[config.mk]
export PLATFORM = sky130hd
export DESIGN_NAME = continued_fraction_rational_approx
export DESIGN_NICKNAME = d
export VERILOG_FILES = /design/src/rtl/cfra_pkg.sv /design/src/rtl/cfra_mul.sv /design/src/rtl/cfra_div.sv /design/src/rtl/cfra_datapath.sv /design/src/rtl/cfra_ctrl.sv /design/src/rtl/continued_fraction_rational_approx.sv
export SDC_FILE = /design/constraint.sdc
export NUM_CORES = 2
export LEC_CHECK = 0
export BUFFER_PORTS_ARGS = -buffer_cell sky130_fd_sc_hd__buf_2
export CORE_ASPECT_RATIO = 0.5
export CORE_UTILIZATION = 55
export CTS_CLUSTER_DIAMETER = 100
export DETAILED_ROUTE_END_ITERATION = 8
export PLACE_DENSITY_LB_ADDON = 0.05
export SLEW_MARGIN = 20
export SYNTH_ARGS = -nofsm -noshare
export SYNTH_HDL_FRONTEND = slang
export SYNTH_SLANG_ARGS = --single-unit
[constraint.sdc]
create_clock -name clk_i -period 16.15 [get_ports clk_i]
set_input_delay 0.8075 -clock clk_i [delete_from_list [all_inputs] [get_ports clk_i]]
set_output_delay 0.8075 -clock clk_i [all_outputs]
set_load 0.03 [all_outputs]
[src/rtl/cfra_pkg.sv]
`timescale 1ns / 1ps
// ----------------------------------------------------------------------------
// cfra_pkg
// Shared types and constants for the continued-fraction rational
// approximation block.
// ----------------------------------------------------------------------------
package cfra_pkg;

  localparam int FRAC_BITS_DEF   = 32;
  localparam int RESULT_BITS_DEF = 32;

  localparam int VALUE_W = 64;
  localparam int NUM_W   = 32;
  localparam int DEN_W   = 31;
  localparam int TOL_W   = 20;
  localparam int PROD_W  = 128;

  localparam logic [TOL_W-1:0]   TOL_RESET = 20'd1;
  localparam logic [VALUE_W-1:0] PPM_SCALE = 64'd1000000;

  typedef enum logic [2:0] {
    MUL_AH,   // partial quotient * h1
    MUL_AK,   // partial quotient * k1
    MUL_TK,   // tolerance * k1
    MUL_TM,   // (tolerance * k1) * magnitude
    MUL_RM    // remainder * 10^6
  } mul_sel_e;

  typedef enum logic [3:0] {
    S_IDLE,
    S_DIV,
    S_MUL_H,
    S_MUL_K,
    S_CHECK,
    S_MUL_T,
    S_MUL_M,
    S_MUL_R,
    S_FINISH
  } state_e;

  typedef struct packed {
    logic     load_in;
    logic     div_go;
    logic     mul_go;
    mul_sel_e mul_sel;
    logic     set_ovf;
    logic     advance;
    logic     next_pair;
    logic     load_out;
  } cfra_cmd_t;

  typedef struct packed {
    logic div_done;
    logic mul_done;
    logic fit_ok;
    logic r_zero;
    logic lt;
  } cfra_sts_t;

endpackage

[src/rtl/cfra_mul.sv]
`timescale 1ns / 1ps
// ----------------------------------------------------------------------------
// cfra_mul
// 64 x 64 -> 128 multiplier built from one 32 x 32 multiplier, four partial
// products accumulated over successive cycles.
// ----------------------------------------------------------------------------
module cfra_mul (
  input  logic                        clk_i,
  input  logic                        rst_ni,
  input  logic                        go_i,
  input  logic [cfra_pkg::VALUE_W-1:0] a_i,
  input  logic [cfra_pkg::VALUE_W-1:0] b_i,
  output logic                        done_o,
  output logic [cfra_pkg::PROD_W-1:0]  prod_o
);

  logic                         busy_q;
  logic                         done_q;
  logic [2:0]                   cnt_q;
  logic                         start;
  logic [cfra_pkg::VALUE_W-1:0] a_q;
  logic [cfra_pkg::VALUE_W-1:0] b_q;
  logic [31:0]                  a_part;
  logic [31:0]                  b_part;
  logic [63:0]                  pp_d;
  logic [63:0]                  pp_q;
  logic [1:0]                   sh_q;
  logic [cfra_pkg::PROD_W-1:0]  pp_shifted;
  logic [cfra_pkg::PROD_W-1:0]  acc_q;

  assign start  = go_i && !busy_q && !done_q;
  assign a_part = cnt_q[0] ? a_q[63:32] : a_q[31:0];
  assign b_part = cnt_q[1] ? b_q[63:32] : b_q[31:0];
  assign pp_d   = a_part * b_part;

  always_comb begin
    case (sh_q)
      2'd0:    pp_shifted = {64'b0, pp_q};
      2'd1:    pp_shifted = {32'b0, pp_q, 32'b0};
      2'd2:    pp_shifted = {pp_q, 64'b0};
      default: pp_shifted = '0;
    endcase
  end

  always_ff @(posedge clk_i or negedge rst_ni) begin
    if (!rst_ni) begin
      busy_q <= 1'b0;
      done_q <= 1'b0;
      cnt_q  <= '0;
    end else begin
      done_q <= 1'b0;
      if (start) begin
        busy_q <= 1'b1;
        cnt_q  <= '0;
      end else if (busy_q) begin
        cnt_q <= cnt_q + 3'd1;
        if (cnt_q == 3'd4) begin
          busy_q <= 1'b0;
          done_q <= 1'b1;
        end
      end
    end
  end

  always_ff @(posedge clk_i) begin
    if (start) begin
      a_q   <= a_i;
      b_q   <= b_i;
      acc_q <= '0;
    end else if (busy_q) begin
      if (cnt_q != 3'd4) begin
        pp_q <= pp_d;
        sh_q <= {1'b0, cnt_q[0]} + {1'b0, cnt_q[1]};
      end
      if (cnt_q != 3'd0) begin
        acc_q <= acc_q + pp_shifted;
      end
    end
  end

  assign done_o = done_q;
  assign prod_o = acc_q;

endmodule

[src/rtl/cfra_div.sv]
`timescale 1ns / 1ps
// ----------------------------------------------------------------------------
// cfra_div
// Restoring divider, one quotient bit per cycle. The first Euclid step runs
// all 64 bits; later steps have a dividend of at most 2^FRAC_BITS and run
// FRAC_BITS + 1 bits.
// ----------------------------------------------------------------------------
module cfra_div #(
  parameter int FRAC_BITS = cfra_pkg::FRAC_BITS_DEF
) (
  input  logic                         clk_i,
  input  logic                         rst_ni,
  input  logic                         go_i,
  input  logic                         first_i,
  input  logic [cfra_pkg::VALUE_W-1:0] dividend_i,
  input  logic [cfra_pkg::VALUE_W-1:0] divisor_i,
  output logic                         done_o,
  output logic [cfra_pkg::VALUE_W-1:0] quo_o,
  output logic [cfra_pkg::VALUE_W-1:0] rem_o
);

  localparam int         PRE_SH  = cfra_pkg::VALUE_W - 1 - FRAC_BITS;
  localparam logic [6:0] N_FIRST = 7'(cfra_pkg::VALUE_W);
  localparam logic [6:0] N_LATER = 7'(FRAC_BITS + 1);

  logic                         busy_q;
  logic                         done_q;
  logic [6:0]                   cnt_q;
  logic                         start;
  logic [cfra_pkg::VALUE_W-1:0] dvd_q;
  logic [cfra_pkg::VALUE_W-1:0] dsr_q;
  logic [cfra_pkg::VALUE_W-1:0] rem_q;
  logic [cfra_pkg::VALUE_W-1:0] quo_q;
  logic [cfra_pkg::VALUE_W:0]   trial;
  logic [cfra_pkg::VALUE_W+1:0] diff;
  logic                         ge;

  assign start = go_i && !busy_q && !done_q;
  assign trial = {rem_q, dvd_q[cfra_pkg::VALUE_W-1]};
  assign diff  = {1'b0, trial} - {2'b0, dsr_q};
  assign ge    = !diff[cfra_pkg::VALUE_W+1];

  always_ff @(posedge clk_i or negedge rst_ni) begin
    if (!rst_ni) begin
      busy_q <= 1'b0;
      done_q <= 1'b0;
      cnt_q  <= '0;
    end else begin
      done_q <= 1'b0;
      if (start) begin
        busy_q <= 1'b1;
        cnt_q  <= first_i ? N_FIRST : N_LATER;
      end else if (busy_q) begin
        cnt_q <= cnt_q - 7'd1;
        if (cnt_q == 7'd1) begin
          busy_q <= 1'b0;
          done_q <= 1'b1;
        end
      end
    end
  end

  always_ff @(posedge clk_i) begin
    if (start) begin
      dvd_q <= first_i ? dividend_i : (dividend_i << PRE_SH);
      dsr_q <= divisor_i;
      rem_q <= '0;
      quo_q <= '0;
    end else if (busy_q) begin
      dvd_q <= {dvd_q[cfra_pkg::VALUE_W-2:0], 1'b0};
      rem_q <= ge ? diff[cfra_pkg::VALUE_W-1:0] : trial[cfra_pkg::VALUE_W-1:0];
      quo_q <= {quo_q[cfra_pkg::VALUE_W-2:0], ge};
    end
  end

  assign done_o = done_q;
  assign quo_o  = quo_q;
  assign rem_o  = rem_q;

endmodule

[src/rtl/cfra_datapath.sv]
`timescale 1ns / 1ps
// ----------------------------------------------------------------------------
// cfra_datapath
// Euclid pair, convergent registers, tolerance register, shared multiplier
// and divider, output register.
// ----------------------------------------------------------------------------
module cfra_datapath #(
  parameter int FRAC_BITS   = cfra_pkg::FRAC_BITS_DEF,
  parameter int RESULT_BITS = cfra_pkg::RESULT_BITS_DEF
) (
  input  logic                         clk_i,
  input  logic                         rst_ni,
  input  cfra_pkg::cfra_cmd_t          cmd_i,
  output cfra_pkg::cfra_sts_t          sts_o,
  input  logic                         cfg_write_i,
  input  logic [cfra_pkg::TOL_W-1:0]   cfg_data_i,
  input  logic [cfra_pkg::VALUE_W-1:0] value_i,
  output logic [cfra_pkg::NUM_W-1:0]   numerator_o,
  output logic [cfra_pkg::DEN_W-1:0]   denominator_o,
  output logic                         overflow_o
);

  localparam int          HW    = RESULT_BITS - 1;
  localparam logic [HW-1:0] LIMIT = '1;
  localparam logic [HW-1:0] ONE   = HW'(1);

  logic [cfra_pkg::TOL_W-1:0]   tol_q;
  logic [cfra_pkg::VALUE_W-1:0] mag_q;
  logic                         neg_q;
  logic [cfra_pkg::VALUE_W-1:0] p_q;
  logic [cfra_pkg::VALUE_W-1:0] q_q;
  logic [HW-1:0]                h0_q, h1_q, k0_q, k1_q;
  logic                         first_q;
  logic                         ovf_q;
  logic                         hbig_q, kbig_q;
  logic [HW-1:0]                hlow_q, klow_q;
  logic [cfra_pkg::VALUE_W-1:0] t_q;
  logic [cfra_pkg::PROD_W-1:0]  rhs_q;
  logic [cfra_pkg::NUM_W-1:0]   num_q;
  logic [cfra_pkg::DEN_W-1:0]   den_q;
  logic                         ovfo_q;

  logic [cfra_pkg::VALUE_W-1:0] mag_in;
  logic [cfra_pkg::VALUE_W-1:0] div_quo, div_rem;
  logic                         div_done;
  logic [cfra_pkg::VALUE_W-1:0] mul_a, mul_b;
  logic [cfra_pkg::PROD_W-1:0]  mul_prod;
  logic                         mul_done;
  logic [HW:0]                  hsum, ksum;
  logic [cfra_pkg::NUM_W-1:0]   h_ext;

  cfra_div #(
    .FRAC_BITS(FRAC_BITS)
  ) u_div (
    .clk_i     (clk_i),
    .rst_ni    (rst_ni),
    .go_i      (cmd_i.div_go),
    .first_i   (first_q),
    .dividend_i(p_q),
    .divisor_i (q_q),
    .done_o    (div_done),
    .quo_o     (div_quo),
    .rem_o     (div_rem)
  );

  always_comb begin
    case (cmd_i.mul_sel)
      cfra_pkg::MUL_AH: begin
        mul_a = div_quo;
        mul_b = 64'(h1_q);
      end
      cfra_pkg::MUL_AK: begin
        mul_a = div_quo;
        mul_b = 64'(k1_q);
      end
      cfra_pkg::MUL_TK: begin
        mul_a = 64'(tol_q);
        mul_b = 64'(k1_q);
      end
      cfra_pkg::MUL_TM: begin
        mul_a = t_q;
        mul_b = mag_q;
      end
      cfra_pkg::MUL_RM: begin
        mul_a = div_rem;
        mul_b = cfra_pkg::PPM_SCALE;
      end
      default: begin
        mul_a = '0;
        mul_b = '0;
      end
    endcase
  end

  cfra_mul u_mul (
    .clk_i (clk_i),
    .rst_ni(rst_ni),
    .go_i  (cmd_i.mul_go),
    .a_i   (mul_a),
    .b_i   (mul_b),
    .done_o(mul_done),
    .prod_o(mul_prod)
  );

  assign mag_in = value_i[cfra_pkg::VALUE_W-1] ? (64'd0 - value_i) : value_i;
  assign hsum   = {1'b0, hlow_q} + {1'b0, h0_q};
  assign ksum   = {1'b0, klow_q} + {1'b0, k0_q};
  assign h_ext  = cfra_pkg::NUM_W'(h1_q);

  assign sts_o.div_done = div_done;
  assign sts_o.mul_done = mul_done;
  assign sts_o.fit_ok   = !hbig_q && !hsum[HW] && !kbig_q && !ksum[HW];
  assign sts_o.r_zero   = (div_rem == '0);
  assign sts_o.lt       = (mul_prod < rhs_q);

  always_ff @(posedge clk_i or negedge rst_ni) begin
    if (!rst_ni) begin
      tol_q <= cfra_pkg::TOL_RESET;
    end else if (cfg_write_i) begin
      tol_q <= cfg_data_i;
    end
  end

  always_ff @(posedge clk_i) begin
    if (cmd_i.load_in) begin
      mag_q   <= mag_in;
      neg_q   <= value_i[cfra_pkg::VALUE_W-1];
      p_q     <= mag_in;
      q_q     <= 64'd1 << FRAC_BITS;
      h0_q    <= '0;
      h1_q    <= ONE;
      k0_q    <= ONE;
      k1_q    <= '0;
      first_q <= 1'b1;
      ovf_q   <= 1'b0;
    end
    if (mul_done) begin
      case (cmd_i.mul_sel)
        cfra_pkg::MUL_AH: begin
          hbig_q <= |mul_prod[cfra_pkg::PROD_W-1:HW];
          hlow_q <= mul_prod[HW-1:0];
        end
        cfra_pkg::MUL_AK: begin
          kbig_q <= |mul_prod[cfra_pkg::PROD_W-1:HW];
          klow_q <= mul_prod[HW-1:0];
        end
        cfra_pkg::MUL_TK: t_q   <= mul_prod[cfra_pkg::VALUE_W-1:0];
        cfra_pkg::MUL_TM: rhs_q <= mul_prod;
        default: ;
      endcase
    end
    if (cmd_i.set_ovf) begin
      ovf_q <= 1'b1;
      if (first_q) begin
        h1_q <= LIMIT;
        k1_q <= ONE;
      end
    end
    if (cmd_i.advance) begin
      h0_q    <= h1_q;
      h1_q    <= hsum[HW-1:0];
      k0_q    <= k1_q;
      k1_q    <= ksum[HW-1:0];
      first_q <= 1'b0;
    end
    if (cmd_i.next_pair) begin
      p_q <= q_q;
      q_q <= div_rem;
    end
    if (cmd_i.load_out) begin
      num_q  <= neg_q ? (cfra_pkg::NUM_W'(0) - h_ext) : h_ext;
      den_q  <= cfra_pkg::DEN_W'(k1_q);
      ovfo_q <= ovf_q;
    end
  end

  assign numerator_o   = num_q;
  assign denominator_o = den_q;
  assign overflow_o    = ovfo_q;

endmodule

[src/rtl/cfra_ctrl.sv]
`timescale 1ns / 1ps
// ----------------------------------------------------------------------------
// cfra_ctrl
// Sequencer: one Euclid step per pass (divide, two range multiplies, range
// check, three tolerance multiplies), then the output handoff.
// ----------------------------------------------------------------------------
module cfra_ctrl (
  input  logic                clk_i,
  input  logic                rst_ni,
  input  logic                in_valid_i,
  output logic                in_ready_o,
  output logic                out_valid_o,
  input  logic                out_ready_i,
  output cfra_pkg::cfra_cmd_t cmd_o,
  input  cfra_pkg::cfra_sts_t sts_i
);

  cfra_pkg::state_e state_q, state_d;
  logic             out_valid_q, out_valid_d;
  logic             out_free;

  assign out_free = !out_valid_q || out_ready_i;

  always_ff @(posedge clk_i or negedge rst_ni) begin
    if (!rst_ni) begin
      state_q     <= cfra_pkg::S_IDLE;
      out_valid_q <= 1'b0;
    end else begin
      state_q     <= state_d;
      out_valid_q <= out_valid_d;
    end
  end

  always_comb begin
    state_d     = state_q;
    cmd_o       = '0;
    cmd_o.mul_sel = cfra_pkg::MUL_AH;
    in_ready_o  = 1'b0;
    out_valid_d = out_valid_q && !out_ready_i;
    case (state_q)
      cfra_pkg::S_IDLE: begin
        in_ready_o = 1'b1;
        if (in_valid_i) begin
          cmd_o.load_in = 1'b1;
          state_d       = cfra_pkg::S_DIV;
        end
      end
      cfra_pkg::S_DIV: begin
        cmd_o.div_go = 1'b1;
        if (sts_i.div_done) state_d = cfra_pkg::S_MUL_H;
      end
      cfra_pkg::S_MUL_H: begin
        cmd_o.mul_go  = 1'b1;
        cmd_o.mul_sel = cfra_pkg::MUL_AH;
        if (sts_i.mul_done) state_d = cfra_pkg::S_MUL_K;
      end
      cfra_pkg::S_MUL_K: begin
        cmd_o.mul_go  = 1'b1;
        cmd_o.mul_sel = cfra_pkg::MUL_AK;
        if (sts_i.mul_done) state_d = cfra_pkg::S_CHECK;
      end
      cfra_pkg::S_CHECK: begin
        if (!sts_i.fit_ok) begin
          cmd_o.set_ovf = 1'b1;
          state_d       = cfra_pkg::S_FINISH;
        end else begin
          cmd_o.advance = 1'b1;
          state_d       = sts_i.r_zero ? cfra_pkg::S_FINISH : cfra_pkg::S_MUL_T;
        end
      end
      cfra_pkg::S_MUL_T: begin
        cmd_o.mul_go  = 1'b1;
        cmd_o.mul_sel = cfra_pkg::MUL_TK;
        if (sts_i.mul_done) state_d = cfra_pkg::S_MUL_M;
      end
      cfra_pkg::S_MUL_M: begin
        cmd_o.mul_go  = 1'b1;
        cmd_o.mul_sel = cfra_pkg::MUL_TM;
        if (sts_i.mul_done) state_d = cfra_pkg::S_MUL_R;
      end
      cfra_pkg::S_MUL_R: begin
        cmd_o.mul_go  = 1'b1;
        cmd_o.mul_sel = cfra_pkg::MUL_RM;
        if (sts_i.mul_done) begin
          if (sts_i.lt) begin
            state_d = cfra_pkg::S_FINISH;
          end else begin
            cmd_o.next_pair = 1'b1;
            state_d         = cfra_pkg::S_DIV;
          end
        end
      end
      cfra_pkg::S_FINISH: begin
        if (out_free) begin
          cmd_o.load_out = 1'b1;
          out_valid_d    = 1'b1;
          state_d        = cfra_pkg::S_IDLE;
        end
      end
      default: state_d = cfra_pkg::S_IDLE;
    endcase
  end

  assign out_valid_o = out_valid_q;

endmodule

[src/rtl/continued_fraction_rational_approx.sv]
`timescale 1ns / 1ps
// ----------------------------------------------------------------------------
// continued_fraction_rational_approx
// Best rational approximation of a signed fixed-point value by continued
// fraction convergents, stopping at a relative error below tolerance_ppm.
//
// Input channel (in_valid_i / in_ready_o, value_i): one transaction per item.
// Output channel (out_valid_o / out_ready_i): numerator_o, denominator_o,
// overflow_o, one transaction per input item.
// Config channel (cfg_valid_i / cfg_ready_o, cfg_data_i): writes tolerance_ppm;
// always ready, write only while the block is idle.
// One item is processed at a time. Each continued-fraction term costs one
// run of the bit-serial divider (all 64 bits for the first term, FRAC_BITS + 1
// bits after) plus up to five multiplies and a range check; the result then
// passes through the output handoff. A 64-bit input needs up to about 93 terms.
// The result sits in an output register; the next input is taken while it
// waits. If the receiver stalls, a finished second result holds until the
// first is taken. Reset empties the pipe and sets tolerance_ppm to 1.
// ----------------------------------------------------------------------------
module continued_fraction_rational_approx #(
  parameter int FRAC_BITS   = cfra_pkg::FRAC_BITS_DEF,
  parameter int RESULT_BITS = cfra_pkg::RESULT_BITS_DEF
) (
  input  logic                         clk_i,
  input  logic                         rst_ni,
  input  logic                         in_valid_i,
  output logic                         in_ready_o,
  input  logic [cfra_pkg::VALUE_W-1:0] value_i,
  output logic                         out_valid_o,
  input  logic                         out_ready_i,
  output logic [cfra_pkg::NUM_W-1:0]   numerator_o,
  output logic [cfra_pkg::DEN_W-1:0]   denominator_o,
  output logic                         overflow_o,
  input  logic                         cfg_valid_i,
  output logic                         cfg_ready_o,
  input  logic [cfra_pkg::TOL_W-1:0]   cfg_data_i
);

  cfra_pkg::cfra_cmd_t cmd;
  cfra_pkg::cfra_sts_t sts;

  assign cfg_ready_o = 1'b1;

  cfra_ctrl u_ctrl (
    .clk_i      (clk_i),
    .rst_ni     (rst_ni),
    .in_valid_i (in_valid_i),
    .in_ready_o (in_ready_o),
    .out_valid_o(out_valid_o),
    .out_ready_i(out_ready_i),
    .cmd_o      (cmd),
    .sts_i      (sts)
  );

  cfra_datapath #(
    .FRAC_BITS  (FRAC_BITS),
    .RESULT_BITS(RESULT_BITS)
  ) u_datapath (
    .clk_i        (clk_i),
    .rst_ni       (rst_ni),
    .cmd_i        (cmd),
    .sts_o        (sts),
    .cfg_write_i  (cfg_valid_i && cfg_ready_o),
    .cfg_data_i   (cfg_data_i),
    .value_i      (value_i),
    .numerator_o  (numerator_o),
    .denominator_o(denominator_o),
    .overflow_o   (overflow_o)
  );

endmodule
==> impl_results.md <==
* Routed Antenna Nets at 0
* Post-CTS Resized at 0
* Hold crit path type: primary input to asynchronous set/reset pin
* Max Freq at between 0.09 and 0.1 GHz
* Crit Reg-Reg Endpoint: u_datapath.u_mul.pp_q[48]
* Synth area leader: edfxtp_1
* Most frequent CP cell: fa_1
* Met3 Use GR at 0.2075
* PortBufs at 154
* Commonest cells after routing, fill and taps aside: inv_1, nand2_1, fa_1, edfxtp_1, nor2_1
* Setup WS pre-CTS at between 5000 and 6000 ps
* Die Ht at about 300 µm
* Initial antenna violation count at just over 60
* Final setup vio count at 0
* Seq/Total Area, Yosys at 0.3491
* Met2 GRT Util at 0.5581
* Reg2reg setup slack at around 5800 ps
* Post-CTS setup buffer count at 0
* Crit path max-delay cell type: mux2i_4
* Setup TNS at 0 ps
* Failing checks: design-rule violations
* Final min period at ~10,000 ps
* Routed wire length at between 300 and 400 mm
* Critical Path End Type: flop
* Post-synth net total at about 12,000
* Fillers at between 15,000 and 20,000
* Crit-path max FO at 46
* Part of the power in combinational logic at 0.020
* Ys async rst share at 0.03105
* Via count of the first global-routing pass at roughly 74,000
* DP Area at 101,800 µm²
* Reg2reg start: u_datapath.u_mul.cnt_q[0]
* CTS tree: built
* Clock sinks at between 1,000 and 1,500
* Layout cells sized above 1 at 0.07713
* Grt peak-use layer: met1
* Leakage power at approximately 47 nW
* CP arrival at 10,840 ps
* Critical path class: flop to flop
* Post-Syn Instances at about 10,000
* Synth Flop Type: edfxtp_1
* H-tree depth at 3
* Sequential power share at 0.527
* YS warnings at 0
* Worst-Skew Late Latency at 800 ps
* Switching part of the total at 0.2216
* PnR worst setup slack at 5781 ps
* Mapped Area at slightly below 100,000 µm²
* Top cell family by delay on the critical path: adder cells
* HPWL Detailed at a little under 300 mm
* Met1 GRT Util at 0.5834
* Largest net degree at the start of global routing at approximately 120
* Die Area at between 150,000 and 200,000 µm²
* Status: complete, but fails checks
* Layout area overhead at 7.706%
* Crit start category: flop
* Core footprint at between 150,000 and 200,000 µm²
* Design area at 105,900 µm²
* Avg WL per Cell at around 30 µm
* Clock Path Buffers at 3
* Site Rows at roughly 110
* Area contributors post-synth: edfxtp_1, fa_1, ha_1
* Pint at ~5.1 mW
* Worst stage delay on the critical path at between 1000 and 1500 ps
* Hold_buf cts at 0
* Nets at ~12,000
* All-layer global routing usage at 0.4181
* DRT iter0 DRCs at about 10,000
* Final period util at 0.6421
* Total of max-cap violations at 0
* Global-route wire length before repair at 534.3 mm
* Crit path launch: u_datapath.u_mul.cnt_q[0]
* Via count at 78,273
* Top-Level Pins at 156
* Synthesized area per cell at between 9 and 10 µm²
* Buf+Inv Stages, Crit Path at 5
* Crit. path cell count at 28
* Worst slew pin tran at between 1000 and 1500 ps
* DRT Pass-1 Iters at 9
* Netlist cell types at just under 90
* Headroom to the max-slew limit at 0.1365
* RSZ-0062 raised after global routing: false
* Root buf cell: clkbuf_16
* Vias per Instance at about 6.3
* # DRC at 23
* Clock transition at path regs at ~70 ps
* Initial Utilization at 0.5553
* FF-to-FF path depth at 28
* Routability cong. at roughly 1.0
* Share of the synthesized area in the top cell type at 0.2740
* NetSw at around 1.4 mW
* Final Power at approximately 6.5 mW
* Worst vdd ir at between 90 and 100 µV
* Hold Violations, Final at 0
* CP endpoint: u_datapath.u_mul.pp_q[48]
* Die width at roughly 600 µm
* EDFF count, synth at between 800 and 900
* Synthesis-stage register bit count at 1,256
* PwrDens at between 60 and 70 nW/µm²
* Final max-slew violation count at 0
* Clk network pwr share at 0.453
* CTS Buf Count at around 110
* Clock Skew at 91.19 ps
* Crit path required time at 16,620 ps
* Commonest non-fill, non-tap cell in the layout: inv_1
* Gr ovfl total at 0
## state kept, by name, summed over array words and instances (netlist names), 7 cells and up
| name | count |
|---|---|
| u_datapath.t_q | 64 |
| u_datapath.u_div.rem_o | 64 |
| u_datapath.mag_q | 64 |
| u_datapath.p_q | 64 |
| u_datapath.u_div.dsr_q | 64 |
| u_datapath.u_div.dvd_q | 64 |
| u_datapath.tol_q | 20 |
| u_datapath.rhs_q | 128 |
| u_datapath.u_div.cnt_q | 7 |
| u_datapath.h1_q | 31 |
| u_datapath.u_mul.b_q | 64 |
| u_datapath.u_mul.a_q | 64 |
| u_datapath.q_q | 64 |
| u_datapath.h0_q | 31 |
| u_datapath.u_mul.prod_o | 128 |
| u_datapath.klow_q | 31 |
| u_datapath.u_mul.pp_q | 64 |
| u_datapath.u_div.quo_o | 64 |
| u_datapath.k0_q | 31 |
| u_datapath.hlow_q | 31 |
| u_datapath.numerator_o | 32 |
| u_datapath.k1_q | 31 |
| u_datapath.denominator_o | 31 |
## per-layer routing
layer	vias up	wire length [µm]
met3	671	63950
li1	33696	-
met1	39262	152800
met2	4618	146400
met5	-	1115
met4	26	14110
## final cells by class
cell class | instances | area, µm² | area share
inverters | 1236 | 4641 | 0.04383
diodes | 31 | 77.57 | 0.0007326
clock buffers | 144 | 3098 | 0.02926
flip-flops and latches | 1256 | 34330 | 0.3243
multi-input cells | 6990 | 57990 | 0.5477
well taps | 2386 | 2985 | 0.02819
clock inverters | 68 | 865.8 | 0.008177
repair buffers | 302 | 1894 | 0.01789
## logic make-up (layout without fill, tap and decap cells)
kind of cell,count (synthesis),count (layout),synth area share
xor gates and xnor gates,384,384,0.03421
DFF,1256,1256,0.3491
muxes,283,283,0.03071
adders and majority gates,1549,1549,0.2659
other,1,32,0.00003815
buffers and inverters,1729,1750,0.06611
and+or+nand+nor,2937,2937,0.1334
AOI/OAI and AO/OA,1836,1836,0.1206
## Yosys cell counts, drive strengths merged, types with 57 or more instances
master	count
nor2	841
nand4	130
nor3	69
clkbuf	465
nand2	1215
a21oi	466
a21o	230
mux2i	134
o22ai	59
o21ai	489
a222oi	88
nand3	142
o21bai	57
dfxtp	320
nor4	60
edfxtp	897
mux2	149
and2	239
xor2	110
inv	1236
fa	900
a22o	83
ha	649
xnor2	274
## worst min path at each step
stage / start / to / slack (ps) / depth (start not counted)
after floorplan: u_datapath.ovf_q / u_datapath.overflow_o / 410 / 0
after global placement: u_datapath.q_q[26] / u_datapath.u_div.dsr_q[26] / 420 / 0
after detailed placement: u_datapath.q_q[28] / u_datapath.u_div.dsr_q[28] / 430 / 0
after CTS: rst_ni / u_datapath.tol_q[8] / 130 / 2
after global routing: rst_ni / u_datapath.tol_q[18] / 180 / 2
final: rst_ni / u_datapath.tol_q[18] / 150 / 2
## metrics by stage
stage | cells | hold slack [ps] | utilization
floorplan | 9975 | 409.0 | -
global route | 12395 | 178.1 | 0.5979
global placement | 12170 | 423.1 | 0.5749
CTS | 12382 | 132.0 | 0.5973
finish | 12413 | 145.4 | 0.5981
detailed placement | 12170 | 433.5 | 0.5749
## power groups by stage
| stage | Sequential (mW) | Clock, mW | Combinational [mW] |
|---|---|---|---|
| CTS | 3.43 | 2.96 | 0.120 |
| global placement | 3.50 | 0 | 0.119 |
| detailed placement | 3.50 | 0 | 0.120 |
| finish | 3.43 | 2.94 | 0.130 |
| global route | 3.43 | 3.07 | 0.132 |
| floorplan | 3.49 | 0 | 0.0438 |
## worst reg2reg max path: cells and delay by family, from the launching register on
family | cells | cell delay [ps]
AOI/OAI and AO/OA | 11 | 2790
xor gates and xnor gates | 1 | 100
DFF | 1 | 690
adders and majority gates | 9 | 4300
buffers and inverters | 5 | 960
and+or+nand+nor | 1 | 190
muxes | 1 | 1080
Note: power is estimated with default switching activity, not from simulation.
